**src/hjs_pkg.sv**
```systemverilog
// ----------------------------------------------------------------------------
// hjs_pkg
// Shared widths, register indexes, reset values and types for the
// five-point Jacobi heat stencil sweep.
// ----------------------------------------------------------------------------
package hjs_pkg;

  localparam int VALUE_W    = 32;
  localparam int MAX_COLS   = 1024;
  localparam int MAX_ROWS   = 1024;
  localparam int COL_W      = $clog2(MAX_COLS);
  localparam int ROW_W      = $clog2(MAX_ROWS);
  localparam int SIZE_W     = 11;
  localparam int COEF_W     = 17;
  localparam int COEF_FRAC  = 16;
  localparam int THR_W      = 31;
  localparam int MAG_W      = 31;
  localparam int CFG_IDX_W  = 3;
  localparam int CFG_DATA_W = 31;

  // laplacian term, product, sum and difference widths
  localparam int LAP_W  = VALUE_W + 2;
  localparam int PROD_W = LAP_W + COEF_W + 1;
  localparam int SUM_W  = LAP_W + 2;
  localparam int DIFF_W = VALUE_W + 1;

  localparam logic [COEF_W-1:0] COEF_ONE = COEF_W'(1 << COEF_FRAC);

  localparam logic [CFG_IDX_W-1:0] CFG_GRID_ROWS = 3'd0;
  localparam logic [CFG_IDX_W-1:0] CFG_GRID_COLS = 3'd1;
  localparam logic [CFG_IDX_W-1:0] CFG_COEF_X    = 3'd2;
  localparam logic [CFG_IDX_W-1:0] CFG_COEF_Y    = 3'd3;
  localparam logic [CFG_IDX_W-1:0] CFG_CONV_THR  = 3'd4;

  localparam logic [SIZE_W-1:0] RST_GRID_ROWS = 11'd82;
  localparam logic [SIZE_W-1:0] RST_GRID_COLS = 11'd82;
  localparam logic [COEF_W-1:0] RST_COEF      = 17'd16384;
  localparam logic [THR_W-1:0]  RST_CONV_THR  = 31'd11;

  typedef struct packed {
    logic [SIZE_W-1:0] grid_rows;
    logic [SIZE_W-1:0] grid_cols;
    logic [COEF_W-1:0] coef_x;
    logic [COEF_W-1:0] coef_y;
    logic [THR_W-1:0]  conv_threshold;
  } cfg_t;

  // raster position of an accepted cell and what it triggers
  typedef struct packed {
    logic [ROW_W-1:0] row;
    logic [COL_W-1:0] col;
    logic             right_ok;
    logic             produce;
    logic             last;
  } pos_t;

  // write into the second line store
  typedef struct packed {
    logic               we;
    logic [COL_W-1:0]   addr;
    logic [VALUE_W-1:0] data;
  } line_wr_t;

endpackage

```
**src/hjs_raster.sv**
```systemverilog
// ----------------------------------------------------------------------------
// hjs_raster
// Raster position counters: clamps the frame size, tags each accepted
// cell with its row, column and interior/last flags.
// ----------------------------------------------------------------------------
module hjs_raster import hjs_pkg::*; (
  input  logic              clk,
  input  logic              rst,
  input  logic              fire,
  input  logic [SIZE_W-1:0] grid_rows,
  input  logic [SIZE_W-1:0] grid_cols,
  output pos_t              pos
);

  logic [ROW_W-1:0]  row_count;
  logic [COL_W-1:0]  col_count;
  logic [SIZE_W-1:0] rows;
  logic [SIZE_W-1:0] cols;
  logic [ROW_W-1:0]  r;
  logic [COL_W-1:0]  c;
  logic [SIZE_W-1:0] r1;
  logic [SIZE_W-1:0] c1;
  logic [SIZE_W-1:0] c2;

  function automatic logic [SIZE_W-1:0] clamp_size(input logic [SIZE_W-1:0] v,
                                                    input logic [SIZE_W-1:0] hi);
    logic [SIZE_W-1:0] res;
    res = v;
    if (v < SIZE_W'(3)) begin
      res = SIZE_W'(3);
    end else if (v > hi) begin
      res = hi;
    end
    return res;
  endfunction

  always_comb begin
    rows = clamp_size(grid_rows, SIZE_W'(MAX_ROWS));
    cols = clamp_size(grid_cols, SIZE_W'(MAX_COLS));
    r    = (SIZE_W'(row_count) >= rows) ? '0 : row_count;
    c    = (SIZE_W'(col_count) >= cols) ? '0 : col_count;
    r1   = SIZE_W'(r) + SIZE_W'(1);
    c1   = SIZE_W'(c) + SIZE_W'(1);
    c2   = SIZE_W'(c) + SIZE_W'(2);
    pos.row      = r;
    pos.col      = c;
    pos.right_ok = c1 < cols;
    pos.produce  = (r >= ROW_W'(2)) && (c >= COL_W'(1)) && (c1 < cols);
    pos.last     = (r1 == rows) && (c2 == cols);
  end

  always_ff @(posedge clk) begin
    if (rst) begin
      row_count <= '0;
      col_count <= '0;
    end else if (fire) begin
      if (c1 >= cols) begin
        col_count <= '0;
        row_count <= (r1 >= rows) ? '0 : r1[ROW_W-1:0];
      end else begin
        col_count <= c1[COL_W-1:0];
        row_count <= r;
      end
    end
  end

endmodule

```
**config.mk**
```make
export PLATFORM = sky130hd
export DESIGN_NAME = hjs_raster
export DESIGN_NICKNAME = d
export VERILOG_FILES = /design/src/hjs_pkg.sv /design/src/hjs_raster.sv
export SDC_FILE = /design/constraint.sdc
export NUM_CORES = 1
export LEC_CHECK = 0
export ABC_AREA = 1
export BUFFER_PORTS_ARGS = -buffer_cell sky130_fd_sc_hd__buf_2
export CORE_UTILIZATION = 35
export CTS_BUF_LIST = sky130_fd_sc_hd__clkbuf_2 sky130_fd_sc_hd__clkbuf_4 sky130_fd_sc_hd__clkbuf_8
export CTS_CLUSTER_DIAMETER = 150
export DETAILED_ROUTE_END_ITERATION = 10
export PLACE_DENSITY = 0.61
export SETUP_SLACK_MARGIN = 0.5
export SYNTH_ARGS = -nofsm -noshare
export SYNTH_HDL_FRONTEND = slang
export SYNTH_SLANG_ARGS = --single-unit
```
**constraint.sdc**
```tcl
create_clock -name clk -period 10 [get_ports clk]
set_clock_uncertainty 0.2 [all_clocks]
set_input_delay 1 -clock clk [delete_from_list [all_inputs] [get_ports clk]]
set_output_delay 1 -clock clk [all_outputs]
set_load 0.02 [all_outputs]
```
# Word level (Yosys, flattened, before mapping)
# Index checks and enable logic that the tools add are counted.
# classes
n_eq_ne,2
n_lt_le_gt_ge,11
muxes,9
addsub,3
n_reduce_logical,3
# ops
op,n
$mux W10,5
$mux W11,4
$add A10 B1 Y11 const B,2
$eq A11 B11 Y1,2
$ge A10 B11 Y1,2
$ge A11 B11 Y1,2
$gt A11 B11 Y1 const B,2
$lt A11 B2 Y1 const B,2
$add A10 B2 Y11 const B,1
$lt A11 B11 Y1,1
$ge A10 B1 Y1 const B,1
$ge A10 B2 Y1 const B,1
$logic_and A1 B1 Y1,3
# word_totals
in_bits,25
output_inout_bits,23
ff_bits,20

# Depth between registers and ports, before layout
# depth
depth_word,9
depth_mapped,35

# Least setup slack after synthesis
# Ideal clock, no wire load.
# synth_timing
kind,in2out
start,input port grid_rows[7]
end,output port pos[0] (netlist bit)
setup_slack_ps,3326
arrival_time_ps,5474
path_stages,28
n_path_buf,0
cell_sequence,nor4_1 > nand4_1 > o31ai_1 > nand2_1 > ha_1 > nand2_1 > inv_1 > nor3_1 > nor2_1 > nor2_4 > nand2_4 > nor2_1 > ha_1 > nand2_1 > nor2_4 > nand3_1 > and2_1 > ha_1 > nand4_1 > nor4_1 > nand2_1 > nor2_1 > nand3_1 > nor2_1 > nand2_1 > nor2_1 > nand2_1 > nor2_2
# synth_rtl
element,line,text
from (decl),hjs_raster.sv:10,"input logic [SIZE_W-1:0] grid_rows,"
to (decl),hjs_raster.sv:12,output pos_t pos

==> impl_results.rst <==
.. list-table::
   :header-rows: 1

   * - Metric
     - Value
   * - Relative slew slack
     - roughly two fifths
   * - Setup_tns
     - 0 ns
   * - Count of endpoints failing setup in the final report
     - 0
   * - Number of buffers inserted by post-CTS setup repair
     - 0
   * - Sequential Power Share
     - ~36%
   * - Unrepaired setup endpoints after global routing
     - no
   * - H-tree depth reported by CTS
     - 1
   * - Most common cell type on the critical path
     - sky130_fd_sc_hd__nand2_1
   * - Number of standard-cell rows in the floorplan
     - 35
   * - Layout overhead on the synthesized area
     - 11.7%
   * - I/O pin cnt
     - 48
   * - Iter 0 DRT Violations
     - about 100
   * - Synth top cells by count
     - 157 x sky130_fd_sc_hd__nand2_1, 78 x sky130_fd_sc_hd__inv_1, 58 x sky130_fd_sc_hd__nor2_1, 48 x sky130_fd_sc_hd__ha_1, 42 x sky130_fd_sc_hd__nand3_1
   * - Number of distinct library cell variants in the gate-level netlist after synthesis
     - 34
   * - Hold path cells
     - 2
   * - Peak per-stage delay on the critical path
     - 0.54 ns
   * - Final Max Tran Viols
     - 0
   * - Post-CTS resize count
     - 0
   * - Run status
     - finished clean
   * - Cell count after placement
     - 700
   * - Number of clock sinks
     - 20
   * - Tot GR Track Use
     - 20.3%
   * - Most frequent cell after synthesis
     - sky130_fd_sc_hd__nand2_1
   * - Arrival time at the worst endpoint
     - just over 6 ns
   * - Syn Area/Cell
     - 6.03 um2
   * - Worst Hold Launch
     - col_count[0]
   * - Overflow after GRT
     - 0
   * - Initial Util
     - 35.9%
   * - Cts-stage hold buffer count
     - 0
   * - Maximum clock rate
     - approximately 0.14 GHz
   * - Routed via count divided by cell count
     - just over 5
   * - Maximum buffer depth of the clock tree
     - 2
   * - Share of power burned in the clock network
     - a little under a quarter
   * - Synthesized cell area
     - roughly 0.0033 mm2
   * - Max-capacitance violation count
     - 0
   * - Nets
     - 667
   * - Synth Area in Adders
     - between 15 and 20%
   * - Worst reg2reg setup slack
     - 4.78 ns
   * - Kind of start point of the critical path
     - primary input
   * - Synth area leaders
     - sky130_fd_sc_hd__ha_1 18%, sky130_fd_sc_hd__nand2_1 18%, sky130_fd_sc_hd__dfxtp_1 12%
   * - Share of flip-flops with an asynchronous set or reset after synthesis
     - 0%
   * - Routability congestion estimate from global placement
     - 0.923
   * - DP Wirelength
     - ~8100 um
   * - Routing usage on met2
     - 37.8%
   * - Detailed-route via count
     - approximately 3600
   * - Total power consumption of the routed design
     - around 230 uW
   * - Library cell occupying the most area in the post-synthesis netlist
     - sky130_fd_sc_hd__ha_1
   * - Yosys warning total
     - 0
   * - Footprint of the flip-flops and latches
     - between 400 and 500 um2
   * - Busiest layer in global routing
     - met2
   * - Peak supply drop
     - around 0.039 mV
   * - Drt pass-1 iters
     - 4
   * - Data required time of the worst path
     - 8.80 ns
   * - Floorplan die width
     - 99.1 um
   * - Fraction of layout instances using a drive strength above 1
     - between 10% and 20%
   * - Number of routed nets with antenna violations
     - 0
   * - Xor and xnor fraction of the mapped netlist area
     - 2.12%
   * - Crit Reg-Reg Startpoint
     - col_count[4]
   * - Clock transition at the register clock pins on the worst setup and hold paths after CTS
     - approximately 0.080 ns
   * - Die ar.
     - between 0.009 and 0.01 mm2
   * - Die span in y
     - approximately 99 um
   * - Top FF cell, synth
     - sky130_fd_sc_hd__dfxtp_1
   * - Area fraction in and, or, nand and nor cells after synthesis
     - ~46%
   * - Number of remaining DRC errors
     - 0
   * - N_diodes
     - 0
   * - Routed WL
     - between 9000 and 10000 um
   * - Post-route minimum period
     - 7.36 ns
   * - Number of nets produced by synthesis
     - between 600 and 700
   * - Compound-Gate Fraction of Synth Area
     - around 11%
   * - CTS root buffer
     - sky130_fd_sc_hd__clkbuf_8
   * - TritonCTS clock tree
     - done
   * - Number of antenna violations at the first check in global routing
     - 0
   * - I/O Buffers
     - 47
   * - Worst reg2reg path depth
     - 29
   * - Class of the worst hold path
     - flop to flop
   * - Top-area cell type share of the netlist area
     - a little under a fifth
   * - Comb power frac
     - about two fifths
   * - Actual transition at the worst max-transition pin
     - around 0.89 ns
   * - Post-synthesis instance total
     - between 500 and 600
   * - Final core utilization
     - approximately two fifths
   * - Crit path max fanout
     - 10
   * - Endpoint of the worst hold-timing path
     - col_count[0]
   * - Areal power density over the cells
     - around 63 mW/mm2
   * - Total clock buffers created by CTS
     - 3
   * - Reg2reg end
     - row_count[1]
   * - Kind of critical path
     - primary input to output port
   * - Number of enable-type register cells in the synthesized netlist
     - 0
   * - Proportion of synthesized chip area in sequential cells
     - between 10% and 20%
   * - Capturing element type of the critical path
     - output port
   * - Switching part of the total
     - around 40%
   * - Internal Power
     - about 140 uW
   * - GR Layer Usage met3
     - under 10%
   * - Leakage power summed over all cells
     - about 2.0 nW
   * - Flip-flop and latch count after synthesis
     - 20
   * - Average wire length per cell after detail routing
     - roughly 14 um
   * - Worst Hold Slack
     - 0.269 ns
   * - Number of global-route vias before repair
     - approximately 3400
   * - Post-route fraction of the period consumed by the critical path
     - 73.6%
   * - Endpoints failing hold
     - 0
   * - Largest family of logic cells by synthesized area
     - simple AND/OR/NAND/NOR gates
   * - First-pass GRT wire length
     - between 15000 and 20000 um
   * - Std-Cell Core Area
     - roughly 0.0092 mm2
   * - M1 GR Usage
     - 24.6%
   * - Fillcell total
     - approximately 1100
   * - Multiplexer share of the synthesized area
     - 0%
   * - Multi-input combinational cell area
     - 0.00257 mm2
   * - Skew-Pair Late Insertion Delay
     - 0.26 ns
   * - Standard cell with the maximum stage delay on the critical path
     - sky130_fd_sc_hd__o31ai_1
   * - Switching component of the power
     - around 92 uW
   * - Final instance count without filler cells
     - ~700
   * - Largest net degree at the start of global routing
     - 23
-- worst max path at each step --
stage	startpoint	to	cells after the start
5_1_grt	grid_rows[7]	pos[0]	34
6_report	grid_rows[7]	pos[0]	34
4_1_cts	grid_rows[7]	pos[0]	34
3_5_place_dp	grid_rows[7]	pos[0]	34
3_3_place_gp	grid_rows[7]	pos[0]	34
2_1_floorplan	grid_rows[7]	pos[0]	28
-- cell type report --
cell class / count / share of cell area (%)
clock buffer: 3 / 1.12
inverter: 81 / 8.24
multi-input combinational: 441 / 69.7
sequential: 20 / 10.8
tap: 111 / 3.76
timing repair buffer: 47 / 6.37
-- layout by cell type (no fill, tap or decap), drive strengths merged --
master,count
a211oi,1
a21boi,2
a21oi,38
a22oi,4
and2,3
buf,47
clkbuf,3
dfxtp,20
ha,48
inv,81
nand2,165
nand3,44
nand4,19
nor2,76
nor3,8
nor4,5
o211ai,1
o21a,2
o21ai,16
o31ai,1
xnor2,2
xor2,6
-- sequential cells by signal, summed over array words and instances (netlist names) --
name,cells
col_count,10
row_count,10
-- critical path: cells and delay by family --
kind	cells	cell delay, ns
compound gates	1	0.54
buf+inv	4	0.40
simple gates	26	3.41
fa+ha+maj	3	0.81
-- logic make-up after synthesis --
kind of cell	after synthesis
flip-flops	20
buffers and inverters	87
XOR/XNOR	8
adder cells (fa/ha/maj)	48
AND/OR/NAND/NOR	320
AO/OA/AOI/OAI	65
-- power groups by stage --
| stage | combinational (mW) | clock, mW | sequential [mW] |
|---|---|---|---|
| after floorplan | 0.0659 | 0 | 0.0849 |
| after global placement | 0.0916 | 0 | 0.0861 |
| after detailed placement | 0.0926 | 0 | 0.0860 |
| after CTS | 0.0931 | 0.0563 | 0.0842 |
| after global routing | 0.105 | 0.0594 | 0.0844 |
| final | 0.0929 | 0.0545 | 0.0841 |
-- metrics by stage --
| stage | instance area (um2) | setup WS (ns) |
|---|---|---|
| global placement | 3650 | 2.79 |
| finish | 3690 | 2.64 |
| CTS | 3690 | 2.64 |
| floorplan | 3300 | 3.33 |
| global route | 3690 | 1.91 |
| detailed placement | 3650 | 2.67 |
-- metal layers --
layer | up-vias | routed length [um]
li1 | 1881 | -
met1 | 1584 | 4220
met2 | 96 | 4610
met3 | 24 | 452
met4 | 0 | 269
met5 | - | 0
Note: power is estimated with default switching activity, not from simulation.
