### src/hjs_pkg.sv
// ----------------------------------------------------------------------------
// hjs_pkg
// Shared widths, register indexes, reset values and types for the
// five-point Jacobi heat stencil sweep.
// ----------------------------------------------------------------------------
package hjs_pkg;

  localparam int VALUE_W    = 32;
  localparam int MAX_COLS   = 1024;
  localparam int MAX_ROWS   = 1024;
  localparam int COL_W      = $clog2(MAX_COLS);
  localparam int ROW_W      = $clog2(MAX_ROWS);
  localparam int SIZE_W     = 11;
  localparam int COEF_W     = 17;
  localparam int COEF_FRAC  = 16;
  localparam int THR_W      = 31;
  localparam int MAG_W      = 31;
  localparam int CFG_IDX_W  = 3;
  localparam int CFG_DATA_W = 31;

  // laplacian term, product, sum and difference widths
  localparam int LAP_W  = VALUE_W + 2;
  localparam int PROD_W = LAP_W + COEF_W + 1;
  localparam int SUM_W  = LAP_W + 2;
  localparam int DIFF_W = VALUE_W + 1;

  localparam logic [COEF_W-1:0] COEF_ONE = COEF_W'(1 << COEF_FRAC);

  localparam logic [CFG_IDX_W-1:0] CFG_GRID_ROWS = 3'd0;
  localparam logic [CFG_IDX_W-1:0] CFG_GRID_COLS = 3'd1;
  localparam logic [CFG_IDX_W-1:0] CFG_COEF_X    = 3'd2;
  localparam logic [CFG_IDX_W-1:0] CFG_COEF_Y    = 3'd3;
  localparam logic [CFG_IDX_W-1:0] CFG_CONV_THR  = 3'd4;

  localparam logic [SIZE_W-1:0] RST_GRID_ROWS = 11'd82;
  localparam logic [SIZE_W-1:0] RST_GRID_COLS = 11'd82;
  localparam logic [COEF_W-1:0] RST_COEF      = 17'd16384;
  localparam logic [THR_W-1:0]  RST_CONV_THR  = 31'd11;

  typedef struct packed {
    logic [SIZE_W-1:0] grid_rows;
    logic [SIZE_W-1:0] grid_cols;
    logic [COEF_W-1:0] coef_x;
    logic [COEF_W-1:0] coef_y;
    logic [THR_W-1:0]  conv_threshold;
  } cfg_t;

  // raster position of an accepted cell and what it triggers
  typedef struct packed {
    logic [ROW_W-1:0] row;
    logic [COL_W-1:0] col;
    logic             right_ok;
    logic             produce;
    logic             last;
  } pos_t;

  // write into the second line store
  typedef struct packed {
    logic               we;
    logic [COL_W-1:0]   addr;
    logic [VALUE_W-1:0] data;
  } line_wr_t;

endpackage

### src/hjs_update.sv
// ----------------------------------------------------------------------------
// hjs_update
// Stencil arithmetic pipeline: scaled laplacian terms, saturated new value,
// change magnitude, running maximum and the result register.
// ----------------------------------------------------------------------------
module hjs_update import hjs_pkg::*; (
  input  logic                      clk,
  input  logic                      rst,
  input  logic                      fire,
  input  pos_t                      pos,
  input  logic signed [VALUE_W-1:0] down,
  input  logic signed [VALUE_W-1:0] centre,
  input  logic signed [VALUE_W-1:0] up,
  input  logic signed [VALUE_W-1:0] right,
  input  cfg_t                      cfg,
  output logic                      s1_free,
  output line_wr_t                  two_wr,
  output logic                      result_valid,
  input  logic                      result_ready,
  output logic signed [VALUE_W-1:0] new_value,
  output logic [ROW_W-1:0]          out_row,
  output logic [COL_W-1:0]          out_col,
  output logic                      last_of_sweep,
  output logic [MAG_W-1:0]          max_change,
  output logic                      converged
);

  localparam logic signed [VALUE_W-1:0] VMAX = {1'b0, {(VALUE_W-1){1'b1}}};
  localparam logic signed [VALUE_W-1:0] VMIN = {1'b1, {(VALUE_W-1){1'b0}}};
  localparam logic [MAG_W-1:0]          MAG_SAT = '1;

  // stage 1: cell and line store data
  logic                      s1_v;
  pos_t                      s1_pos;
  logic signed [VALUE_W-1:0] s1_down;
  logic signed [VALUE_W-1:0] left;
  // stage 2: scaled terms
  logic                      s2_v;
  pos_t                      s2_pos;
  logic signed [VALUE_W-1:0] s2_centre;
  logic signed [LAP_W-1:0]   s2_dy;
  logic signed [LAP_W-1:0]   s2_dx;
  // stage 3: saturated new value
  logic                      s3_v;
  pos_t                      s3_pos;
  logic signed [VALUE_W-1:0] s3_centre;
  logic signed [VALUE_W-1:0] s3_nv;
  // stage 4: change magnitude
  logic                      s4_v;
  pos_t                      s4_pos;
  logic signed [VALUE_W-1:0] s4_nv;
  logic [MAG_W-1:0]          s4_mag;

  logic [MAG_W-1:0]          running_max;

  logic                      o_free, s4_free, s3_free, s2_free;
  logic                      s4_mv, s3_mv, s2_mv, s1_mv;

  logic signed [LAP_W-1:0]   lap_y, lap_x;
  logic signed [COEF_W:0]    cy_s, cx_s;
  logic signed [PROD_W-1:0]  prod_y, prod_x;
  logic signed [SUM_W-1:0]   sum;
  logic signed [VALUE_W-1:0] nv_sat;
  logic signed [DIFF_W-1:0]  diff;
  logic [DIFF_W-1:0]         mag_full;
  logic [MAG_W-1:0]          mag;
  logic [MAG_W-1:0]          new_max;

  // bubble-collapsing flow
  always_comb begin
    o_free  = !result_valid || result_ready;
    s4_mv   = s4_v && o_free;
    s4_free = !s4_v || o_free;
    s3_mv   = s3_v && s4_free;
    s3_free = !s3_v || s4_free;
    s2_mv   = s2_v && s3_free;
    s2_free = !s2_v || s3_free;
    s1_mv   = s1_v && s2_free;
    s1_free = !s1_v || s2_free;
  end

  assign two_wr.we   = s1_mv;
  assign two_wr.addr = s1_pos.col;
  assign two_wr.data = centre;

  always_comb begin
    cy_s   = {1'b0, cfg.coef_y};
    cx_s   = {1'b0, cfg.coef_x};
    lap_y  = LAP_W'(up) + LAP_W'(s1_down) - (LAP_W'(centre) <<< 1);
    lap_x  = LAP_W'(left) + LAP_W'(right) - (LAP_W'(centre) <<< 1);
    prod_y = PROD_W'(lap_y) * PROD_W'(cy_s);
    prod_x = PROD_W'(lap_x) * PROD_W'(cx_s);
  end

  always_comb begin
    sum = SUM_W'(s2_centre) + SUM_W'(s2_dy) + SUM_W'(s2_dx);
    if (sum > SUM_W'(VMAX)) begin
      nv_sat = VMAX;
    end else if (sum < SUM_W'(VMIN)) begin
      nv_sat = VMIN;
    end else begin
      nv_sat = sum[VALUE_W-1:0];
    end
  end

  always_comb begin
    diff     = DIFF_W'(s3_nv) - DIFF_W'(s3_centre);
    mag_full = diff[DIFF_W-1] ? DIFF_W'(-diff) : DIFF_W'(diff);
    mag      = (mag_full > DIFF_W'(MAG_SAT)) ? MAG_SAT : mag_full[MAG_W-1:0];
    new_max  = (s4_mag > running_max) ? s4_mag : running_max;
  end

  always_ff @(posedge clk) begin
    if (rst) begin
      s1_v         <= 1'b0;
      s2_v         <= 1'b0;
      s3_v         <= 1'b0;
      s4_v         <= 1'b0;
      result_valid <= 1'b0;
      left         <= '0;
      running_max  <= '0;
    end else begin
      if (s1_free) begin
        s1_v <= fire;
      end
      if (s2_free) begin
        s2_v <= s1_mv && s1_pos.produce;
      end
      if (s3_free) begin
        s3_v <= s2_mv;
      end
      if (s4_free) begin
        s4_v <= s3_mv;
      end
      if (o_free) begin
        result_valid <= s4_mv;
      end
      if (s1_mv) begin
        left <= centre;
      end
      if (s4_mv) begin
        running_max <= s4_pos.last ? '0 : new_max;
      end
    end
  end

  always_ff @(posedge clk) begin
    if (fire) begin
      s1_pos  <= pos;
      s1_down <= down;
    end
    if (s2_free && s1_mv) begin
      s2_pos    <= s1_pos;
      s2_centre <= centre;
      s2_dy     <= prod_y[COEF_FRAC+LAP_W-1:COEF_FRAC];
      s2_dx     <= prod_x[COEF_FRAC+LAP_W-1:COEF_FRAC];
    end
    if (s2_mv) begin
      s3_pos    <= s2_pos;
      s3_centre <= s2_centre;
      s3_nv     <= nv_sat;
    end
    if (s3_mv) begin
      s4_pos <= s3_pos;
      s4_nv  <= s3_nv;
      s4_mag <= mag;
    end
    if (s4_mv) begin
      new_value     <= s4_nv;
      out_row       <= s4_pos.row - ROW_W'(1);
      out_col       <= s4_pos.col;
      last_of_sweep <= s4_pos.last;
      max_change    <= new_max;
      converged     <= s4_pos.last && (new_max < cfg.conv_threshold);
    end
  end

endmodule

### config.mk
export PLATFORM = sky130hd
export DESIGN_NAME = hjs_update
export DESIGN_NICKNAME = d
export VERILOG_FILES = /design/src/hjs_pkg.sv /design/src/hjs_update.sv
export SDC_FILE = /design/constraint.sdc
export NUM_CORES = 2
export LEC_CHECK = 0
export BUFFER_PORTS_ARGS = -buffer_cell sky130_fd_sc_hd__buf_4
export CORE_ASPECT_RATIO = 0.8
export CORE_MARGIN = 4
export CORE_UTILIZATION = 55
export DETAILED_ROUTE_END_ITERATION = 8
export HOLD_SLACK_MARGIN = 0.08
export PLACE_DENSITY = 0.71
export SYNTH_ARGS = -nofsm -noshare
export SYNTH_HDL_FRONTEND = slang
export SYNTH_SLANG_ARGS = --single-unit
### constraint.sdc
create_clock -name clk -period 11.4 [get_ports clk]
set_input_delay 0.57 -clock clk [delete_from_list [all_inputs] [get_ports clk]]
set_output_delay 0.57 -clock clk [all_outputs]
set_load 0.01 [all_outputs]
# After elaboration in Yosys (flattened, before gate mapping)
# Index checks and enable logic that the tools add are counted.
[classes]
add_sub_neg = 9
mul = 2
magnitude_cmp = 5
n_mux = 4
n_reduce_logical = 17
[op_table]
columns = ["operator", "count"]
rows = [
  ["$mul 34x18->50", 2],
  ["$sub 33x33->34", 2],
  ["$add 32x32->33", 2],
  ["$mux 31", 2],
  ["$add 35x34->36", 1],
  ["$gt 36x32->1 const B", 1],
  ["$lt 36x32->1 const B", 1],
  ["$add 32x34->35", 1],
  ["$gt 33x31->1 const B", 1],
  ["$mux 33", 1],
  ["$neg 33->33", 1],
  ["$sub 32x32->33", 1],
  ["$mux 32", 1],
  ["$gt 31x31->1", 1],
  ["$lt 31x31->1", 1],
  ["$sub 10x1->10 const B", 1],
  ["$logic_and 1x1->1", 7],
  ["$logic_not 1->1", 5],
  ["$logic_or 1x1->1", 5],
]
[word_totals]
ff_bits = 497
output_inout_bits = 130
wordCells = 71

# Logic depth before layout (Yosys ltp)
[depth]
depth_word = 7
ltp_mapped = 42
depth_no_buf = 40

# Least setup slack after synthesis
# No wires, ideal clock.
[synth_path]
path_kind = "in2reg"
from = "input port up[12]"
to = "register s2_dy[33] (data pin)"
t_arrival_ns = 9.412
required_time_ns = 11.142
path_slack_ns = 1.730
cell_stages = 39
n_path_buf = 2
cell_sequence = "inv_1 > fa_1 > inv_1 > ha_1 > clkbuf_1 > a211o_1 > a21oi_1 > nand4_1 > o21ai_0 > a21oi_1 > o21ai_0 > o211ai_1 > a31o_2 > a21oi_1 > xnor2_1 > clkbuf_1 > nand2_1 > fa_1 > (+3 left out) > fa_1 > fa_1 > inv_1 > fa_1 > inv_1 > ha_1 > a21o_1 > a21o_1 > a21oi_1 > nand2_1 > or3_1 > nor3_1 > nor2_1 > a311o_1 > a21o_1 > a21oi_1 > xnor2_1 > xnor2_1"
[synth_between]
elab_chain_cells = 3
[synth_rtl]
columns = ["element", "line", "source"]
rows = [
  ["start: declaration", "hjs_update.sv:13", "input logic signed [VALUE_W-1:0] up,"],
  ["$add 32x32->33", "hjs_update.sv:89", "lap_y = LAP_W'(up) + LAP_W'(s1_down) - (LAP_W'(centre) <<< 1);"],
  ["$sub 33x33->34", "hjs_update.sv:89", ""],
  ["$mul 34x18->50", "hjs_update.sv:91", "prod_y = PROD_W'(lap_y) * PROD_W'(cy_s);"],
  ["via prod_y[49]", "hjs_update.sv:61", "logic signed [PROD_W-1:0] prod_y, prod_x;"],
  ["end signal: assignment", "hjs_update.sv:155", "s2_dy <= prod_y[COEF_FRAC+LAP_W-1:COEF_FRAC];"],
  ["end: declaration", "hjs_update.sv:41", "logic signed [LAP_W-1:0] s2_dy;"],
]
# The timed path passes the listed nets, and every way through them passes these cells.
# A chain may end at the register's enable or synchronous reset.

# Worst setup path after layout
[layout_path]
from = "register left[3]"
to = "register s2_dx[33] (data pin)"
[layout_between]
elab_chain_cells = 3
[layout_rtl]
columns = ["element", "line", "source"]
rows = [
  ["start: declaration", "hjs_update.sv:36", "logic signed [VALUE_W-1:0] left;"],
  ["start signal: assignment", "hjs_update.sv:139", "left <= centre;"],
  ["$add 32x32->33", "hjs_update.sv:90", "lap_x = LAP_W'(left) + LAP_W'(right) - (LAP_W'(centre) <<< 1);"],
  ["$sub 33x33->34", "hjs_update.sv:90", ""],
  ["$mul 34x18->50", "hjs_update.sv:92", "prod_x = PROD_W'(lap_x) * PROD_W'(cx_s);"],
  ["via prod_x[49]", "hjs_update.sv:61", ""],
  ["end signal: assignment", "hjs_update.sv:156", "s2_dx <= prod_x[COEF_FRAC+LAP_W-1:COEF_FRAC];"],
  ["end: declaration", "hjs_update.sv:42", "logic signed [LAP_W-1:0] s2_dx;"],
]
# The timed path passes the listed nets, and every way through them passes these cells.

==> flow_summary.ini <==
[floorplanning]
fp.dieH_um = 319
fp.dieW_um = 396
die_area_mm2 = 0.126
std_cell_rows = 113
start_util_pct = 55.6
boundaryPins = 372
core_mm2 = 0.119

[clocking]
postCtsHoldBufs = 36
cts.sinks = 497
cts_tree = yes
path_clk_slew_ns = 0.07
root_buffer = clkbuf_16
h-tree-depth = 2
clockBufferDepth = 3
cts_buffers = 54
cts_resized = 0
postCtsSetupRepairBufs = 0
clk_latency_ns = 0.66

[status]
status = finished clean

[synthesis]
synth_compound_area_share_pct = 6.76
synth_area_mm2 = 0.0663
synth_edf_count = 429
synthCells = 6734
synthSimpleGateAreaFrac_pct = 13.5
synth_cell_types = 82
synth_mux_area_share_pct = 0.572
avgSynthCellArea_um2 = 9.84
ys.flop_type = edfxtp_1
synthArstFlopShare_pct = 0
synth_nets = 8564
ys_warn_count = 0
synth_xor_area_share_pct = 3.21
synthAdderAreaFrac_pct = 43.2
ys_ff_latch = 497
synth_top_family_by_area = adder cells
yosysSeqAreaShare_pct = 21.5

[placement]
placed_area_mm2 = 0.0709
gp_congestion = 0.921
hpwl_um = 139000
pre_cts_ws_ns = 0.218
port_buffers = 348

[hold_path]
min_path_type = input pin to flop

[detailed_routing]
drt_iter0_markers = 3436
routed_wl_um = 173000
antenna_left = 0
first_pass_iters = 6
vias = 46600
drc = 0
wl_per_cell_um = 19.9
viasPerCell = 5.36

[final_layout]
final_area_mm2 = 0.0733
area_growth_pct = 10.5
drive_gt1_share_pct = 9.35
fill_cells = 9763
fin_nets = 8863

[global_routing]
overflow = 0
grt_pass1_wl_um = 275000
grt_antenna_before_repair = 16
grt_max_degree = 69
grt_usage_pct = 28.0
grt_pass1_vias = 48700

[timing]
setup_viol = 0
slew_violations = 0
maxSlewHeadroom_pct = 15.6
grt_setup_unrepaired = no
period_share_pct = 94.8
whs_ns = 0.114
fin_worst_skew_ns = 0.0642
finalHoldViolCount = 0
max_freq_mhz = 92.5
period_needed_ns = 10.81
fin_setup_tns_ns = 0
tightest_slew_ns = 1.26
worst_slack_ns = 0.589

[worst_setup_path]
slowest_delay_ns = 0.63
critPathSlowestCell = o21ai_0
endpoint_kind = flop
critical_path.top_delay_family = compound AO/OA/AOI/OAI gates
critPathMaxFanout = 5
cp.arrival_ns = 11.17
required_ns = 11.76
worst-path-buf-inv = 8
critPathKind = flop to flop
cp-start-kind = flop
cpMostUsedCell = fa_1

[run]
cap_violations = 0
==> flip-flops by register name, indices dropped and copies added (netlist names), 31 cells and up <==
register / count
max_change: 31
running_max: 31
s3_nv: 32
s1_down: 32
s2_centre: 32
left: 32
s4_mag: 31
s4_nv: 32
s3_centre: 32
s2_dx: 34
s2_dy: 34
new_value: 32
==> stage by stage <==
stage | util, % | instances
2_1_floorplan | - | 6734
3_3_place_gp | 59.5 | 8551
3_5_place_dp | 59.5 | 8551
4_1_cts | 61.5 | 8689
5_1_grt | 61.5 | 8689
6_report | 61.5 | 8691
==> final cells by class <==
| class | instances | area [um^2] | share of cell area (%) |
|---|---|---|---|
| Multi-Input combinational cell | 4302 | 44800 | 61.1 |
| Sequential cell | 497 | 14200 | 19.4 |
| Inverter | 1666 | 6260 | 8.55 |
| Timing Repair Buffer | 512 | 3960 | 5.40 |
| Tap cell | 1610 | 2010 | 2.75 |
| Clock buffer | 56 | 1360 | 1.85 |
| Clock inverter | 46 | 638 | 0.871 |
| Antenna cell | 2 | 5.00 | 0.00683 |
==> final timing paths <==
kind / from / end / slack (ns) / cells past startpoint
worst max-delay path: left[3]$_SDFFE_PP0P_ / s2_dx[33]$_DFFE_PP_ / 0.59 / 41
worst min-delay path: down[14] / s1_down[14]$_DFFE_PP_ / 0.11 / 1
worst max register to register: left[3]$_SDFFE_PP0P_ / s2_dx[33]$_DFFE_PP_ / 0.59 / 41
worst min register to register: s3_pos[21]$_DFFE_PP_ / s4_pos[21]$_DFFE_PP_ / 0.42 / 0
==> kinds of logic (layout without fill, tap and decap cells) <==
family / after synthesis / in the layout
buffers and inverters: 1935 / 2280
AND/OR/NAND/NOR: 1754 / 1754
adder cells (fa/ha/maj): 1593 / 1593
AO/OA/AOI/OAI: 678 / 678
flip-flops: 497 / 497
XOR/XNOR: 243 / 243
multiplexers: 34 / 34
other: 0 / 2
==> metal layers <==
metal	routed length [um]	vias up	track usage (%)	share of wire [%]
li1	-	21100	-	-
met1	74000	23400	40.4	43
met2	76600	1838	43.0	44
met3	16700	294	6.15	9.6
met4	5890	2	7.94	3.4
met5	13	-	0	0.0075
==> Yosys cell counts, drive strengths merged (102+ instances only) <==
library cell | count | area [um^2]
xnor2 | 159 | 1390
ha | 425 | 5320
clkbuf | 212 | 796
nand2 | 645 | 2420
a21o | 122 | 916
nor2b | 107 | 669
nor2 | 161 | 604
inv | 1666 | 6250
fa | 1163 | 23300
o21ai | 102 | 514
a21oi | 195 | 983
edfxtp | 429 | 12900
and2 | 591 | 3700
==> layout by cell type, fill, tap and decap left out, types with 11 or more instances in the layout <==
cell type      instances
a211oi_1              23
a21o_1               122
a21oi_1              192
a22oi_1               33
a31oi_1               16
and2_1               591
and3_1                22
and4_1                12
buf_4                474
bufinv_16             11
clkbuf_16             54
dfxtp_1               68
dlygate4sd3_1         36
edfxtp_1             429
fa_1                1163
ha_1                 425
inv_1               1664
mux2_2                31
nand2_1              645
nand2b_1              53
nand3_1               42
nand4_1               26
nor2_1               159
nor2b_1              106
nor3_1                39
o211ai_1              17
o21a_1                49
o21ai_0               96
o21bai_1              19
or3_1                 15
xnor2_1              140
xnor2_2               19
xor2_1                81
Power is left out: the tool's default activity adds up to more than one toggle a clock period on the data nets, which glitch-free logic cannot reach.
